==> src/hdl/peak_lattice_signal_normalizer_macros.svh <==
// Assertion macros for the peak lattice signal normalizer.
// No dependencies.
`ifndef PEAK_LATTICE_SIGNAL_NORMALIZER_MACROS_SVH
`define PEAK_LATTICE_SIGNAL_NORMALIZER_MACROS_SVH

// implication checked every cycle outside reset
`define PLSN_ASSERT_IMPL(label, clk, rst, ante, cons, msg) \
   label: assert property (@(posedge clk) disable iff (rst) (ante) |-> (cons)) \
      else $error(msg);

// next-cycle implication
`define PLSN_ASSERT_NEXT(label, clk, rst, ante, cons, msg) \
   label: assert property (@(posedge clk) disable iff (rst) (ante) |=> (cons)) \
      else $error(msg);

`endif

==> src/hdl/plsn_pkg.sv <==
// Package for the peak lattice signal normalizer: payload types, codes, sizes.
// No dependencies.
package plsn_pkg;
   localparam int MAX_PEAKS = 8;
   localparam int PIDX_W = $clog2(MAX_PEAKS);
   localparam int PCNT_W = $clog2(MAX_PEAKS + 1);
   localparam int QDEPTH = 2;
   localparam int DIV_STEPS = 51;  // quotient bits of the restoring divider
   localparam int DCNT_W = 6;

   typedef enum logic [2:0] {
      ST_OK    = 3'd0,
      ST_FEW   = 3'd1,
      ST_ORDER = 3'd2,
      ST_FULL  = 3'd3,
      ST_SAT   = 3'd4
   } status_type;

   typedef enum logic {
      REQ_LOAD = 1'b0,
      REQ_NORM = 1'b1
   } req_kind_type;

   typedef struct packed {
      logic        req_type;
      logic [31:0] value;
      logic        restart;
   } req_type;

   typedef struct packed {
      logic [31:0] normalized;
      logic [2:0]  status;
   } rsp_type;

   // front to back: either a finished result or a division job
   typedef struct packed {
      logic               divide;
      logic [31:0]        result;
      status_type         status;
      logic signed [50:0] num2;   // 2*num + gap
      logic [33:0]        den2;   // 2*gap, positive
      logic [PIDX_W-1:0]  k;
   } job_type;

   typedef enum logic [1:0] {
      BK_IDLE,
      BK_DIV,
      BK_FIX,
      BK_OUT
   } back_state_type;
endpackage

==> src/hdl/plsn_front.sv <==
// Front end: holds the peak table, handles loads, finds the bracket and
// prepares division jobs. Depends on plsn_pkg.
module plsn_front
   import plsn_pkg::*;
(
   input  logic        clock,
   input  logic        reset,
   input  logic [31:0] csr_failure_value,
   input  logic        req_valid,
   output logic        req_ready,
   input  req_type     req_data,
   output logic        job_valid,
   input  logic        job_ready,
   output job_type     job_data
);
   logic [31:0]       peak_ff [MAX_PEAKS];
   logic [PCNT_W-1:0] npeaks_ff, npeaks_in;
   logic              busy_ff, busy_in;   // bracket stage holds a sample
   logic signed [31:0] samp_ff;
   logic [PIDX_W-1:0] k_ff, k_in;
   logic              out_valid_ff, out_valid_in;
   job_type           out_ff, out_in;
   logic              take, wr_en;
   logic [PCNT_W-1:0] base;
   logic signed [32:0] gap;
   logic signed [33:0] diff;

   assign req_ready = !busy_ff && (!out_valid_ff || job_ready);
   assign take = req_valid && req_ready;
   assign job_valid = out_valid_ff;
   assign job_data = out_ff;

   always_comb begin
      npeaks_in = npeaks_ff;
      busy_in = busy_ff;
      k_in = k_ff;
      out_valid_in = out_valid_ff && !job_ready;
      out_in = out_ff;
      wr_en = 1'b0;
      base = req_data.restart ? '0 : npeaks_ff;
      gap = 33'(signed'(peak_ff[k_ff + PIDX_W'(1)])) - 33'(signed'(peak_ff[k_ff]));
      diff = 34'(samp_ff) - 34'(signed'(peak_ff[k_ff]));
      if (take) begin
         out_in = '0;
         if (req_data.req_type == REQ_LOAD) begin
            out_valid_in = 1'b1;
            out_in.status = ST_OK;
            if (base == PCNT_W'(MAX_PEAKS)) begin
               out_in.status = ST_FULL;
               npeaks_in = base;
            end else if (base != '0 && signed'(req_data.value)
                         <= signed'(peak_ff[PIDX_W'(base - PCNT_W'(1))])) begin
               out_in.status = ST_ORDER;
               npeaks_in = base;
            end else begin
               wr_en = 1'b1;
               npeaks_in = base + PCNT_W'(1);
            end
         end else if (npeaks_ff < PCNT_W'(2)) begin
            out_valid_in = 1'b1;
            out_in.result = csr_failure_value;
            out_in.status = ST_FEW;
         end else begin
            busy_in = 1'b1;
            k_in = '0;
         end
      end else if (busy_ff) begin
         // one peak tested per cycle
         if (PCNT_W'(k_ff) + PCNT_W'(2) < npeaks_ff
             && samp_ff >= signed'(peak_ff[k_ff + PIDX_W'(1)])) begin
            k_in = k_ff + PIDX_W'(1);
         end else if (!out_valid_ff || job_ready) begin
            busy_in = 1'b0;
            out_valid_in = 1'b1;
            out_in = '0;
            out_in.divide = 1'b1;
            out_in.k = k_ff;
            out_in.num2 = 51'(signed'(diff)) <<< 17;
            out_in.num2 = out_in.num2 + 51'(gap);
            out_in.den2 = 34'(gap) << 1;
         end
      end
   end

   always_ff @(posedge clock) begin
      if (reset) begin
         npeaks_ff <= '0;
         busy_ff <= 1'b0;
         out_valid_ff <= 1'b0;
      end else begin
         npeaks_ff <= npeaks_in;
         busy_ff <= busy_in;
         out_valid_ff <= out_valid_in;
      end
      k_ff <= k_in;
      out_ff <= out_in;
      if (take) samp_ff <= signed'(req_data.value);
      if (wr_en) peak_ff[PIDX_W'(base)] <= req_data.value;
   end
endmodule

==> src/hdl/plsn_queue.sv <==
// Short job queue between front and back end. Depends on plsn_pkg.
module plsn_queue
   import plsn_pkg::*;
(
   input  logic    clock,
   input  logic    reset,
   input  logic    in_valid,
   output logic    in_ready,
   input  job_type in_data,
   output logic    out_valid,
   input  logic    out_ready,
   output job_type out_data
);
   job_type slot_ff [QDEPTH];
   logic [0:0] wp_ff, rp_ff;
   logic [1:0] cnt_ff;
   logic push, pop;

   assign in_ready = cnt_ff != 2'(QDEPTH);
   assign out_valid = cnt_ff != '0;
   assign out_data = slot_ff[rp_ff];
   assign push = in_valid && in_ready;
   assign pop = out_valid && out_ready;

   always_ff @(posedge clock) begin
      if (reset) begin
         wp_ff <= '0;
         rp_ff <= '0;
         cnt_ff <= '0;
      end else begin
         if (push) wp_ff <= wp_ff + 1'b1;
         if (pop) rp_ff <= rp_ff + 1'b1;
         cnt_ff <= cnt_ff + 2'(push) - 2'(pop);
      end
      if (push) slot_ff[wp_ff] <= in_data;
   end
endmodule

==> src/hdl/plsn_back.sv <==
// Back end: serial floor divider, peak offset add, saturation, output
// register. Depends on plsn_pkg.
module plsn_back
   import plsn_pkg::*;
(
   input  logic    clock,
   input  logic    reset,
   input  logic    job_valid,
   output logic    job_ready,
   input  job_type job_data,
   output logic    rsp_valid,
   input  logic    rsp_ready,
   output rsp_type rsp_data
);
   back_state_type     state_ff, state_in;
   logic               neg_ff;
   logic [50:0]        mag_ff;     // |num2|, shifted out as quotient builds
   logic [33:0]        den_ff;
   logic [33:0]        rem_ff;
   logic [50:0]        quo_ff;
   logic [DCNT_W-1:0]  cnt_ff;
   logic [PIDX_W-1:0]  k_ff;
   rsp_type            out_ff;
   logic [34:0]        trial;
   logic signed [51:0] q, r;

   assign job_ready = state_ff == BK_IDLE;
   assign rsp_valid = state_ff == BK_OUT;
   assign rsp_data = out_ff;
   assign trial = {rem_ff, mag_ff[50]} - {1'b0, den_ff};

   always_comb begin
      state_in = state_ff;
      case (state_ff)
         BK_IDLE: if (job_valid) state_in = job_data.divide ? BK_DIV : BK_OUT;
         BK_DIV:  if (cnt_ff == DCNT_W'(DIV_STEPS - 1)) state_in = BK_FIX;
         BK_FIX:  state_in = BK_OUT;
         BK_OUT:  if (rsp_ready) state_in = BK_IDLE;
         default: state_in = BK_IDLE;
      endcase
   end

   always_comb begin
      // floor: negative dividend with remainder rounds down one more
      q = neg_ff ? -52'(quo_ff) - 52'(rem_ff != '0) : 52'(quo_ff);
      r = q + (52'(k_ff) <<< 16);
   end

   always_ff @(posedge clock) begin
      if (reset) state_ff <= BK_IDLE;
      else state_ff <= state_in;
      case (state_ff)
         BK_IDLE: begin
            out_ff <= {job_data.result, job_data.status};
            neg_ff <= job_data.num2 < 0;
            mag_ff <= job_data.num2 < 0 ? 51'(-job_data.num2) : 51'(job_data.num2);
            den_ff <= job_data.den2;
            k_ff <= job_data.k;
            rem_ff <= '0;
            quo_ff <= '0;
            cnt_ff <= '0;
         end
         BK_DIV: begin
            if (!trial[34]) begin
               rem_ff <= trial[33:0];
               quo_ff <= {quo_ff[49:0], 1'b1};
            end else begin
               rem_ff <= {rem_ff[32:0], mag_ff[50]};
               quo_ff <= {quo_ff[49:0], 1'b0};
            end
            mag_ff <= {mag_ff[49:0], 1'b0};
            cnt_ff <= cnt_ff + 1'b1;
         end
         BK_FIX: begin
            if (r > 52'sd2147483647) begin
               out_ff <= {32'h7FFFFFFF, ST_SAT};
            end else if (r < -52'sd2147483648) begin
               out_ff <= {32'h80000000, ST_SAT};
            end else begin
               out_ff <= {r[31:0], ST_OK};
            end
         end
         default: ;
      endcase
   end
endmodule

==> src/hdl/peak_lattice_signal_normalizer.sv <==
// Peak lattice signal normalizer top level.
// Depends on plsn_pkg, plsn_front, plsn_queue, plsn_back and the macro header.
//
// Usage: req_* carries requests (load one peak level or normalize one sample),
// rsp_* returns exactly one result per request, in order. csr_we/csr_wdata write
// failure_value; write it only while the block is idle, which the block does not enforce.
// A load or a short-table normalize is registered in the front end, passes the
// queue, is loaded by the back end and shown on rsp_*. A full normalize first
// steps through the bracket search in the front end, then passes the queue, is
// loaded by the back end and runs the bit-serial divider and the fixup state.
// The back end takes a new job only once its last result is accepted (load, divide,
// fixup, output); loads and short-table requests pass only its load and output states.
// The two-entry job queue lets the front end accept loads while the divider runs.
// Reset (synchronous, active high) empties the peak table, queue and pipeline
// and clears failure_value. A stalled rsp_ready holds the result and backs up
// through the queue to req_ready.
`include "peak_lattice_signal_normalizer_macros.svh"
module peak_lattice_signal_normalizer
   import plsn_pkg::*;
(
   input  logic        clock,
   input  logic        reset,
   input  logic        csr_we,
   input  logic [31:0] csr_wdata,
   input  logic        req_valid,
   output logic        req_ready,
   input  req_type     req_data,
   output logic        rsp_valid,
   input  logic        rsp_ready,
   output rsp_type     rsp_data
);
   logic [31:0] fail_ff;
   logic        f_valid, f_ready, b_valid, b_ready;
   job_type     f_job, b_job;

   always_ff @(posedge clock) begin
      if (reset) fail_ff <= '0;
      else if (csr_we) fail_ff <= csr_wdata;
   end

   plsn_front u_front (
      .clock, .reset, .csr_failure_value(fail_ff),
      .req_valid, .req_ready, .req_data,
      .job_valid(f_valid), .job_ready(f_ready), .job_data(f_job)
   );

   plsn_queue u_queue (
      .clock, .reset,
      .in_valid(f_valid), .in_ready(f_ready), .in_data(f_job),
      .out_valid(b_valid), .out_ready(b_ready), .out_data(b_job)
   );

   plsn_back u_back (
      .clock, .reset,
      .job_valid(b_valid), .job_ready(b_ready), .job_data(b_job),
      .rsp_valid, .rsp_ready, .rsp_data
   );

   `PLSN_ASSERT_NEXT(a_rsp_hold, clock, reset, rsp_valid && !rsp_ready, rsp_valid && $stable(rsp_data), "result dropped while stalled")
   `PLSN_ASSERT_IMPL(a_status_range, clock, reset, rsp_valid, rsp_data.status <= 3'(ST_SAT), "bad status code")
   `PLSN_ASSERT_IMPL(a_queue_hs, clock, reset, b_valid && b_ready, !rsp_valid, "back end took a job while holding a result")
endmodule
==> config.mk <==
export PLATFORM = sky130hd
export DESIGN_NAME = peak_lattice_signal_normalizer
export DESIGN_NICKNAME = d
export VERILOG_FILES = /design/src/hdl/plsn_pkg.sv /design/src/hdl/plsn_front.sv /design/src/hdl/plsn_queue.sv /design/src/hdl/plsn_back.sv /design/src/hdl/peak_lattice_signal_normalizer.sv
export VERILOG_INCLUDE_DIRS = /design/src /design/src/hdl
export SDC_FILE = /design/constraint.sdc
export NUM_CORES = 2
export LEC_CHECK = 0
export BUFFER_PORTS_ARGS = -buffer_cell sky130_fd_sc_hd__buf_2
export CAP_MARGIN = 25
export CORE_ASPECT_RATIO = 1.25
export CORE_MARGIN = 2
export CORE_UTILIZATION = 50
export CTS_CLUSTER_SIZE = 16
export DETAILED_ROUTE_END_ITERATION = 12
export PLACE_DENSITY_LB_ADDON = 0.15
export SYNTH_ARGS = -nofsm -noshare
export SYNTH_HDL_FRONTEND = slang
export SYNTH_HIERARCHICAL = 1
export SYNTH_SLANG_ARGS = --single-unit
==> constraint.sdc <==
create_clock -name clock -period 13.1 [get_ports clock]
set_clock_uncertainty 0.1 [all_clocks]
set_input_delay 2.62 -clock clock [delete_from_list [all_inputs] [get_ports clock]]
set_output_delay 2.62 -clock clock [all_outputs]
set_load 0.05 [all_outputs]
==> reports/metrics.csv <==
stage;metric;value;unit
power;sequential fraction of design power;0.265;
place;I/O Buffers;107;
synthesis;Synth Register Bits;907;
timing;Fin Setup TNS;0;ns
layout;Syn-to-layout area delta;9.56;%
worst_setup_path;crit path kind;in -> reg;
layout;n_diodes;0;
power;peak supply drop;0.164;mV
synthesis;sequential area share after synthesis;0.493;
routing;met3 WL;5710;um
synthesis;number of synthesized flops with an enable pin;788;
power;Sw Share;0.436;
synthesis;Mapped Cells;4379;
synthesis;Synth cell types;112;
worst_setup_path;CP Buf/Inv Count;3;
synthesis;Synth Flop Type;edfxtp_1;
synthesis;Post-synth ARST share;0;
floorplanning;Die Span Y;368;um
timing;RSZ-0062 raised after global routing;no;
worst_setup_path;Worst Path Max Fanout;35;
timing;Setup Viol. Count Final;0;
routing;drt drc;0;
clocking;Sink Count;907;
clocking;Setup Buffers After CTS;0;
clocking;CTS buffer count;94;
clocking;CTS Buffer Depth;3;
job;max cap viols;0;
synthesis;mapped cell area;52900;um2
timing;Final Max Tran Viols;0;
clocking;Clock Latency Late Sink;0.70;ns
routing;DR top layer;met4;
clocking;CTS root buf;clkbuf_16;
clocking;Post-CTS Resized;0;
routing;drt wl/cell;21.3;um
routing;Via density;5.98;
routing;Detail Route Antenna Nets;0;
timing;fin crit period;8.44;ns
worst_setup_path;CP Launch Type;input port;
worst_setup_path;CP max stage cell;and4_2;
global_routing;initial antenna violation count;4;
worst_setup_path;crit path cell chain;buf_2, nand2b_1, inv_4, buf_4, mux4_2, mux2i_1, ha_1, a21o_1, a21oi_1, nor2b_1, o21ai_0, nand2b_1, a21oi_1, o21ai_0, or3_1, mux2_2, a21oi_1, and4_2;
global_routing;via count of the first global-routing pass;34700;
floorplanning;Cell Rows;133;
timing;Hold Vio Cnt, Final;0;
worst_setup_path;Arr. time, crit path;8.65;ns
place;DP HPWL;88300;um
global_routing;largest net degree at the start of global routing;101;
outcome;run status;finished clean;
power;clock network fraction of total power;0.170;
synthesis;synth warn;6;
routing;DR WL met2;60900;um
min_path;class of the worst hold path;reg -> reg;
layout;layout cell share with drive strength beyond 1;0.161;
global_routing;remaining global-route overflow;0;
power;PD cells;281;nW/um2
synthesis;Syn Area/Cell;12.1;um2
clocking;Clock transition at path regs;0.07;ns
clocking;H-Tree Depth;3;
worst_setup_path;CP max stage delay;1.04;ns
floorplanning;Die ar.;108000;um2
clocking;Post-CTS Hold Fix Bufs;0;
routing;DR vias;35300;
worst_setup_path;Largest delay share family, worst path;simple AND/OR/NAND/NOR gates;
global_routing;GRT Overall Usage;0.232;
floorplanning;die span in x;295;um
worst_setup_path;Worst Path Required;13.31;ns
timing;slew of the pin with the lowest slew margin;1.06;ns
power;Internal;9.19;mW
timing;Max Freq;0.118;GHz
floorplanning;Core Region;105000;um2
power;Comb pwr share;0.566;
timing;Slew HR;0.295;
power;total net switching power;7.11;mW
power;leak pwr;21.6;nW
power;total chip power;16.3;mW
place;routability cong.;0.872;
clocking;TritonCTS clock tree;built;
floorplanning;I/O pin total;108;
worst_setup_path;most frequent CP cell;a21oi_1;
worst_setup_path;CP Capture Type;flip-flop;
layout;Final nets;4756;
routing;DRT iter0 DRCs;2454;
routing;Pre-antenna DRT Iters;5;
routing;Total Wirelength;126000;um
floorplanning;starting density of the core;0.503;
timing;period utilization;0.645;
global_routing;first-pass GRT wire length;197000;um
routing;M1 WL;56000;um
[synth_stat cells, types with 73 or more instances]
master    count  area (um2)
nand3_1     121         606
xnor2_1     109         955
nor2_1      224         841
and2_1      111         694
mux4_2      192        4320
o21ai_0     239        1200
xor2_1       88         771
inv_1       194         728
nand2_1     295        1110
mux2_2       73         822
a21o_1       85         638
clkbuf_1    114         428
edfxtp_1    788       23700
mux2i_1     186        1860
dfxtp_1     119        2380
ha_1        256        3200
a21oi_1     212        1060
[final cells by class]
cell class	count	area [um2]
multi-input cells	3072	25200
inverters	196	741
clock inverters	51	667
flip-flops and latches	907	26100
repair buffers	153	956
fillers	8822	47100
clock buffers	118	2540
well taps	1417	1770
[metrics by stage]
stage	cells	hold slack (ns)	util	worst slack (ns)	cell area, um2
after floorplan	4380	0.317	-	5.09	52900
after global placement	5739	0.322	0.520	3.91	54600
after detailed placement	5741	0.329	0.520	3.84	54600
after CTS	5910	0.338	0.551	4.59	57800
after global routing	5914	0.344	0.551	4.11	57900
final	5914	0.339	0.551	4.66	57900
[cells by family after synthesis]
family / Yosys count / share of synthesized area
muxes: 512 / 0.150
xor gates and xnor gates: 199 / 0.0333
and+or+nand+nor: 1159 / 0.112
adders and majority gates: 262 / 0.0627
other: 1 / 0.0000709
DFF: 907 / 0.493
buffers and inverters: 401 / 0.0333
AOI/OAI and AO/OA: 938 / 0.116
[routing by layer]
metal  global-route usage  vias up
met2                0.383      900
met1                0.321    17400
met4               0.0755        0
met5                    0        -
met3               0.0258      178
li1                     -    16900
[final timing paths]
kind | slack (ns) | cells past startpoint | startpoint | to
max reg2reg | 4.76 | 28 | u_front/k_ff[0] | u_front/job_data[82]
min | 0.34 | 0 | u_front/job_data[103] | u_queue/slot_ff[1][103]
max | 4.66 | 18 | req_data[0] | u_front/peak_ff[1][29]
min reg2reg | 0.34 | 0 | u_front/job_data[103] | u_queue/slot_ff[1][103]
[state kept, by name, indices dropped and copies added (netlist names), 34 cells and up, named ones only]
register,flops
u_back/quo_ff,51
u_front/peak_ff,256
u_front/job_data,105
u_back/mag_ff,51
u_back/rsp_data,35
u_back/den_ff,34
u_back/rem_ff,34
u_queue/slot_ff,248
[layout by cell type, fill, tap and decap left out, types with 16 or more instances in the layout]
master / instances
a211oi_1: 28
a21o_1: 84
a21oi_1: 211
a31oi_1: 29
and2_1: 110
and3_1: 35
and4_1: 16
buf_2: 108
buf_4: 40
clkbuf_1: 16
clkbuf_16: 96
clkinv_2: 17
dfxtp_1: 115
edfxtp_1: 788
ha_1: 252
inv_1: 192
mux2_2: 73
mux2_4: 60
mux2i_1: 186
mux4_2: 192
nand2_1: 294
nand2b_1: 40
nand3_1: 121
nand4_1: 49
nor2_1: 224
nor2b_1: 62
nor3_1: 58
nor4_1: 25
o211ai_1: 34
o21a_1: 48
o21ai_0: 239
o21ai_1: 33
o21bai_1: 18
o31ai_1: 25
or3_1: 35
or4_1: 21
xnor2_1: 108
xor2_1: 86
[power groups by stage]
| stage | Clock [mW] | Combinational [mW] | Sequential [mW] |
|---|---|---|---|
| 5_1_grt | 2.94 | 10.2 | 4.38 |
| 3_3_place_gp | 0 | 9.08 | 4.36 |
| 6_report | 2.77 | 9.21 | 4.31 |
| 2_1_floorplan | 0 | 6.97 | 4.44 |
| 4_1_cts | 2.83 | 9.20 | 4.32 |
| 3_5_place_dp | 0 | 9.14 | 4.38 |
(Power assumes the default switching activity.)
